$ cat src/ntct_pkg.sv
// Shared types, constants and helpers for the normal triplet consistency tracker.
package ntct_pkg;

  localparam int COMP_BITS = 16;
  localparam int SCORE_BITS = 31;
  localparam int SUM_BITS = 34;
  localparam int IDX_OUT_BITS = 16;
  localparam int LANES = 2;
  localparam int CFG_INDEX_BITS = 2;
  localparam int IN_DATA_BITS = 96;
  localparam int OUT_DATA_BITS = 88;

  localparam logic [CFG_INDEX_BITS-1:0] REG_ACCURATE_COS_MIN = 2'd0;
  localparam logic [CFG_INDEX_BITS-1:0] REG_BEST_COS_MIN = 2'd1;

  localparam logic signed [SCORE_BITS-1:0] ACCURATE_COS_MIN_RESET = 31'sd267414059;
  localparam logic signed [SCORE_BITS-1:0] BEST_COS_MIN_RESET = 31'sd268271979;
  localparam logic signed [SCORE_BITS-1:0] DOT_LIMIT = 31'sd805306368;
  localparam logic signed [SUM_BITS-1:0] DOT_LIMIT_WIDE = 34'sd805306368;

  typedef struct packed {
    logic signed [COMP_BITS-1:0] z;
    logic signed [COMP_BITS-1:0] y;
    logic signed [COMP_BITS-1:0] x;
  } vec_t;

  typedef struct packed {
    vec_t second;
    vec_t first;
  } pair_t;

  typedef struct packed {
    logic                    valid;
    logic                    restart;
    logic [IDX_OUT_BITS-1:0] idx;
  } meta_t;

  typedef struct packed {
    logic                         best_ok;
    logic signed [SCORE_BITS-1:0] best_score;
    logic [IDX_OUT_BITS-1:0]      best_index;
    logic                         window_accurate;
    logic                         score_valid;
    logic signed [SCORE_BITS-1:0] window_score;
  } result_t;

  function automatic logic signed [SCORE_BITS-1:0] sat_dot(input logic signed [SUM_BITS-1:0] s);
    logic signed [SCORE_BITS-1:0] r;
    if (s > DOT_LIMIT_WIDE) begin
      r = DOT_LIMIT;
    end else if (s < -DOT_LIMIT_WIDE) begin
      r = -DOT_LIMIT;
    end else begin
      r = s[SCORE_BITS-1:0];
    end
    return r;
  endfunction

  function automatic logic signed [SCORE_BITS-1:0] smax(input logic signed [SCORE_BITS-1:0] a,
                                                        input logic signed [SCORE_BITS-1:0] b);
    return (a > b) ? a : b;
  endfunction

  function automatic logic signed [SCORE_BITS-1:0] smin(input logic signed [SCORE_BITS-1:0] a,
                                                        input logic signed [SCORE_BITS-1:0] b);
    return (a < b) ? a : b;
  endfunction

endpackage

$ cat src/ntct_merge.sv
// Merge of lane scores, threshold checks and best window tracker.
module ntct_merge (
  input  logic                                  clk,
  input  logic                                  rst,
  input  logic                                  item_en,
  input  ntct_pkg::meta_t                       meta,
  input  logic signed [ntct_pkg::SCORE_BITS-1:0] lane0_score,
  input  logic signed [ntct_pkg::SCORE_BITS-1:0] lane1_score,
  input  logic signed [ntct_pkg::SCORE_BITS-1:0] accurate_cos_min,
  input  logic signed [ntct_pkg::SCORE_BITS-1:0] best_cos_min,
  output ntct_pkg::result_t                     result
);

  logic                                   have_best;
  logic signed [ntct_pkg::SCORE_BITS-1:0]   best_cos;
  logic [ntct_pkg::IDX_OUT_BITS-1:0]        best_center;

  logic                                   have_best_next;
  logic signed [ntct_pkg::SCORE_BITS-1:0]   best_cos_next;
  logic [ntct_pkg::IDX_OUT_BITS-1:0]        best_center_next;
  logic                                   have_cur;
  logic                                   upd;
  logic                                   ok_next;
  logic signed [ntct_pkg::SCORE_BITS-1:0]   sc;

  always_comb begin
    sc = ntct_pkg::smax(lane0_score, lane1_score);
    have_cur = have_best && !meta.restart;
    upd = meta.valid && (!have_cur || (sc > best_cos));
    have_best_next = have_cur || upd;
    best_cos_next = upd ? sc : best_cos;
    best_center_next = upd ? meta.idx : best_center;
    ok_next = upd ? (sc >= best_cos_min) : (have_cur && (best_cos >= best_cos_min));
  end

  always_ff @(posedge clk) begin
    if (rst) begin
      have_best <= 1'b0;
    end else if (item_en) begin
      have_best <= have_best_next;
    end
  end

  always_ff @(posedge clk) begin
    if (item_en) begin
      best_cos <= best_cos_next;
      best_center <= best_center_next;
      result.window_score <= meta.valid ? sc : '0;
      result.score_valid <= meta.valid;
      result.window_accurate <= meta.valid && (sc >= accurate_cos_min);
      result.best_index <= have_best_next ? best_center_next : '0;
      result.best_score <= have_best_next ? best_cos_next : '0;
      result.best_ok <= have_best_next && ok_next;
    end
  end

endmodule

$ cat config.mk
export PLATFORM = sky130hd
export DESIGN_NAME = ntct_merge
export DESIGN_NICKNAME = d
export VERILOG_FILES = /design/src/ntct_pkg.sv /design/src/ntct_merge.sv
export SDC_FILE = /design/constraint.sdc
export NUM_CORES = 1
export LEC_CHECK = 0
export ABC_CLOCK_PERIOD_IN_PS = 8500
export BUFFER_PORTS_ARGS = -buffer_cell sky130_fd_sc_hd__buf_2
export CORE_ASPECT_RATIO = 0.6
export CORE_MARGIN = 2
export CORE_UTILIZATION = 45
export CTS_BUF_LIST = sky130_fd_sc_hd__clkbuf_4 sky130_fd_sc_hd__clkbuf_8
export DETAILED_ROUTE_END_ITERATION = 8
export PLACE_DENSITY = 0.8
export SLEW_MARGIN = 30
export SYNTH_ARGS = -nofsm -noshare
export SYNTH_HDL_FRONTEND = slang
export SYNTH_SLANG_ARGS = --single-unit
$ cat constraint.sdc
create_clock -name clk -period 8.5 [get_ports clk]
set_input_delay 2.125 -clock clk [delete_from_list [all_inputs] [get_ports clk]]
set_output_delay 2.125 -clock clk [all_outputs]
set_load 0.05 [all_outputs]
==> impl_metrics.py <==
metrics = {
    "outcome": {
        "status": "finished, final reports clean",
    },
    "synth": {
        "synth_ff_type": "edfxtp_1",
        "yosys_warnings": 0,
        "synth_area_leaders": "edfxtp_1 (41%), ha_1 (21%), mux2_2 (9.2%)",
        "async_reset_ff_share_pct": 0,
        "yosysTopAreaCell": "edfxtp_1",
        "syn_nets": 1143,
        "ys_seq_area_share_pct": 41.37,
        "avgSynthCellArea_um2": 11.08,
        "ys_ff_latch": 129,
        "yosysUniqueCellTypes": 44,
        "netlist_area_um2": 9339,
        "synth_top_cell_area_share_pct": 41.16,
        "synth_edf_count": 128,
        "syn_inst": 843,
    },
    "placed_design": {
        "dp_hpwl_um": 20340,
        "numPortBuffers": 225,
        "postPlaceCellArea_um2": 10800,
        "gp_congestion": 0.9375,
    },
    "routing": {
        "wl_um": 26550,
        "drt-initial-drc-count": 587,
        "drc": 0,
        "postRouteAntennaNets": 0,
        "drt_first_pass_iters": 5,
        "vias": 7573,
        "wl_per_cell_um": 19.53,
        "via_per_inst": 5.572,
    },
    "critical_path": {
        "arrival_ns": 8.05,
        "max_stage_delay_ns": 0.59,
        "reg2reg_to": "best_cos[24]$_DFFE_PP_",
        "critPathBufInv": 3,
        "endpoint_kind": "register",
        "worstPathRequired_ns": 8.72,
        "crit_chain": "buf_2 -> inv_1 -> ha_1 -> nand4_1 -> nor4_1 -> a21boi_0 -> nor3_1 -> o21ai_4 -> mux2_2 -> ha_1 -> nand4_1 -> nor4b_2 -> nand4_1 -> o21a_1 -> nor3b_1 -> a31oi_1 -> nand3_4 -> buf_4 -> mux2_2",
        "reg2reg_slack_ns": 4.74,
        "r2r_cells": 11,
        "crit_top_cell": "nand4_1",
        "cpLargestDelayFamily": "simple AND/OR/NAND/NOR gates",
        "critical_path.max_fanout": 28,
        "cpMaxStageDelayCell": "nor4_1",
        "worstReg2RegStart": "best_cos[30]$_DFFE_PP_",
        "start_kind": "input pin",
        "worst-setup-path-type": "input pin to register",
    },
    "pwr": {
        "p_leak_nw": 5.388,
        "power.density_nw_per_um2": 205.4,
        "ir_drop_mv": 0.1171,
    },
    "min_path": {
        "min_to": "have_best$_SDFFE_PP0P_",
        "worst_hold_path_type": "register to register",
        "hold_path_startpoint": "have_best$_SDFFE_PP0P_",
        "hold_path_depth": 2,
    },
    "floorplanning": {
        "core.rowCount": 40,
        "die_h_um": 115.6,
        "dieArea_um2": 21960,
        "die_w_um": 190.0,
        "start_util_pct": 46.30,
        "ios": 226,
        "core_area_um2": 20170,
    },
    "sta": {
        "fin_setup_tns_ns": 0,
        "min_period_over_period_pct": 92.11,
        "fmax_mhz": 127.7,
        "slew_headroom_pct": 47.41,
        "skew_ns": 0.01325,
        "drv_slew": 0,
        "worst_pin_slew_ns": 0.7889,
        "rsz0062_at_grt": "no",
        "min_period_ns": 7.829,
        "hold_violations": 0,
        "setup_viol": 0,
    },
    "clock_network": {
        "cts_resized": 0,
        "clockBufferDepth": 2,
        "root_buffer": "clkbuf_8",
        "clock_latency_ns": 0.47,
        "cts-hold-fix-buffers": 0,
        "clk_pin_slew_ns": 0.08,
        "cts_sinks": 129,
        "cts_buffers": 17,
        "post-cts-setup-buffers": 0,
        "cts_tree": "built",
        "htreeDepth": 4,
    },
    "global_route": {
        "grt_first_pass_wirelength_um": 40940,
        "grt_start_max_net_pins": 79,
        "grt_pass1_vias": 7561,
        "track_usage_pct": 24.62,
        "grt-ovfl-total": 0,
        "antenna_found_initial": 5,
    },
    "final_layout": {
        "areaGrowthSynthToFinish_pct": 20.54,
        "nFillCells": 1763,
        "design_area_um2": 11260,
        "layout.nets": 1371,
        "layout-drive-gt1-share_pct": 31.67,
    },
    "job": {
        "maxCapViolations": 0,
    },
}
cell usage after synthesis, types with 2 or more instances:
cell type,instances
ha_1,155
inv_1,129
edfxtp_1,128
mux2_2,76
a21oi_1,52
a22o_1,47
and2_1,31
nand4_1,30
nand2_1,27
o21ai_0,24
a21o_1,20
nor2_1,19
buf_2,16
nand3_1,13
nor2b_1,10
o21a_1,8
a211oi_1,6
nor3_1,6
clkbuf_1,5
nand2b_1,4
o211ai_1,4
o31ai_1,4
a2111oi_0,3
a221o_1,2
and4_1,2
mux2_4,2
mux2i_1,2
nor4_1,2
area by class of cell:
| cell class | count | area (um^2) | share of cell area, % |
|---|---|---|---|
| clock inverter | 14 | 214.0 | 1.901 |
| clock buffer | 17 | 234.0 | 2.078 |
| antenna | 3 | 7.507 | 0.06669 |
| inverter | 129 | 484.2 | 4.301 |
| multi-input combinational | 563 | 4906 | 43.58 |
| sequential | 129 | 3864 | 34.32 |
| timing repair buffer | 231 | 1206 | 10.71 |
| tap | 273 | 341.6 | 3.034 |
placed cells by master (no fill, tap or decap), types with 6 or more instances in the layout:
| master | instances |
|---|---|
| nand4_1 | 30 |
| a22o_1 | 47 |
| a21o_1 | 20 |
| nor3_1 | 6 |
| nor2_1 | 19 |
| mux2_2 | 76 |
| inv_1 | 129 |
| o21a_1 | 8 |
| nand2_1 | 27 |
| edfxtp_1 | 128 |
| o21ai_0 | 24 |
| ha_1 | 155 |
| nor2b_1 | 10 |
| a21oi_1 | 52 |
| buf_2 | 224 |
| clkbuf_8 | 17 |
| a211oi_1 | 6 |
| and2_1 | 31 |
| nand3_1 | 12 |
registers in the layout, indices dropped and copies added, names as in the netlist:
signal / count
have_best: 1
best_cos: 31
result: 81
best_center: 16
logic make-up after synthesis:
family	Yosys count	share of synthesized area, %
simple gates	150	8.762
mux	80	9.700
flops	129	41.37
fa+ha+maj	155	20.77
buf+inv	151	6.364
compound gates	178	13.04
worst max-delay path by stage:
stage | start | end | slack, ns | depth (start not counted)
2_1_floorplan | lane1_score[30] | best_center[13]$_DFFE_PP_ | 2.03 | 19
3_3_place_gp | lane1_score[30] | best_center[8]$_DFFE_PP_ | 0.34 | 19
5_1_grt | lane1_score[30] | best_cos[24]$_DFFE_PP_ | 0.29 | 19
6_report | lane1_score[30] | best_cos[24]$_DFFE_PP_ | 0.67 | 19
3_5_place_dp | lane1_score[30] | best_cos[24]$_DFFE_PP_ | 0.17 | 19
4_1_cts | lane1_score[30] | best_cos[24]$_DFFE_PP_ | 0.67 | 19
stage by stage:
| step | worst slack [ns] | utilization [%] | hold slack (ns) | power (W) | instances |
|---|---|---|---|---|---|
| after floorplan | 2.032 | - | 0.4661 | 0.001448 | 843 |
| after global placement | 0.3403 | 53.54 | 0.4785 | 0.001661 | 1325 |
| after detailed placement | 0.1673 | 53.55 | 0.4911 | 0.001691 | 1325 |
| after CTS | 0.6746 | 55.78 | 0.5155 | 0.002317 | 1356 |
| after global routing | 0.2942 | 55.78 | 0.5780 | 0.002436 | 1356 |
| final | 0.6707 | 55.81 | 0.5071 | 0.002313 | 1359 |
metal layers:
metal	share of wire (%)	wire (um)	GRT usage, %
met5	0.14	36	0
met4	1.6	423	7.028
met3	9.3	2460	7.420
met2	42	11060	36.20
met1	47	12570	35.16
where the power goes:
group	total, W	leakage, nW	switching [W]	internal [W]
combinational	0.000829	3.89	0.000511	0.000317
sequential	0.000857	1.27	0.0000470	0.000810
clock	0.000627	0.221	0.000279	0.000347
total	0.00231	5.39	0.000838	0.00148
worst min-delay path: stages, from the launching register on:
cell and delay, ns:
dfxtp_1 0.33, a22oi_1 0.06, nor2_1 0.08
Note: power is estimated with default switching activity, not from simulation.
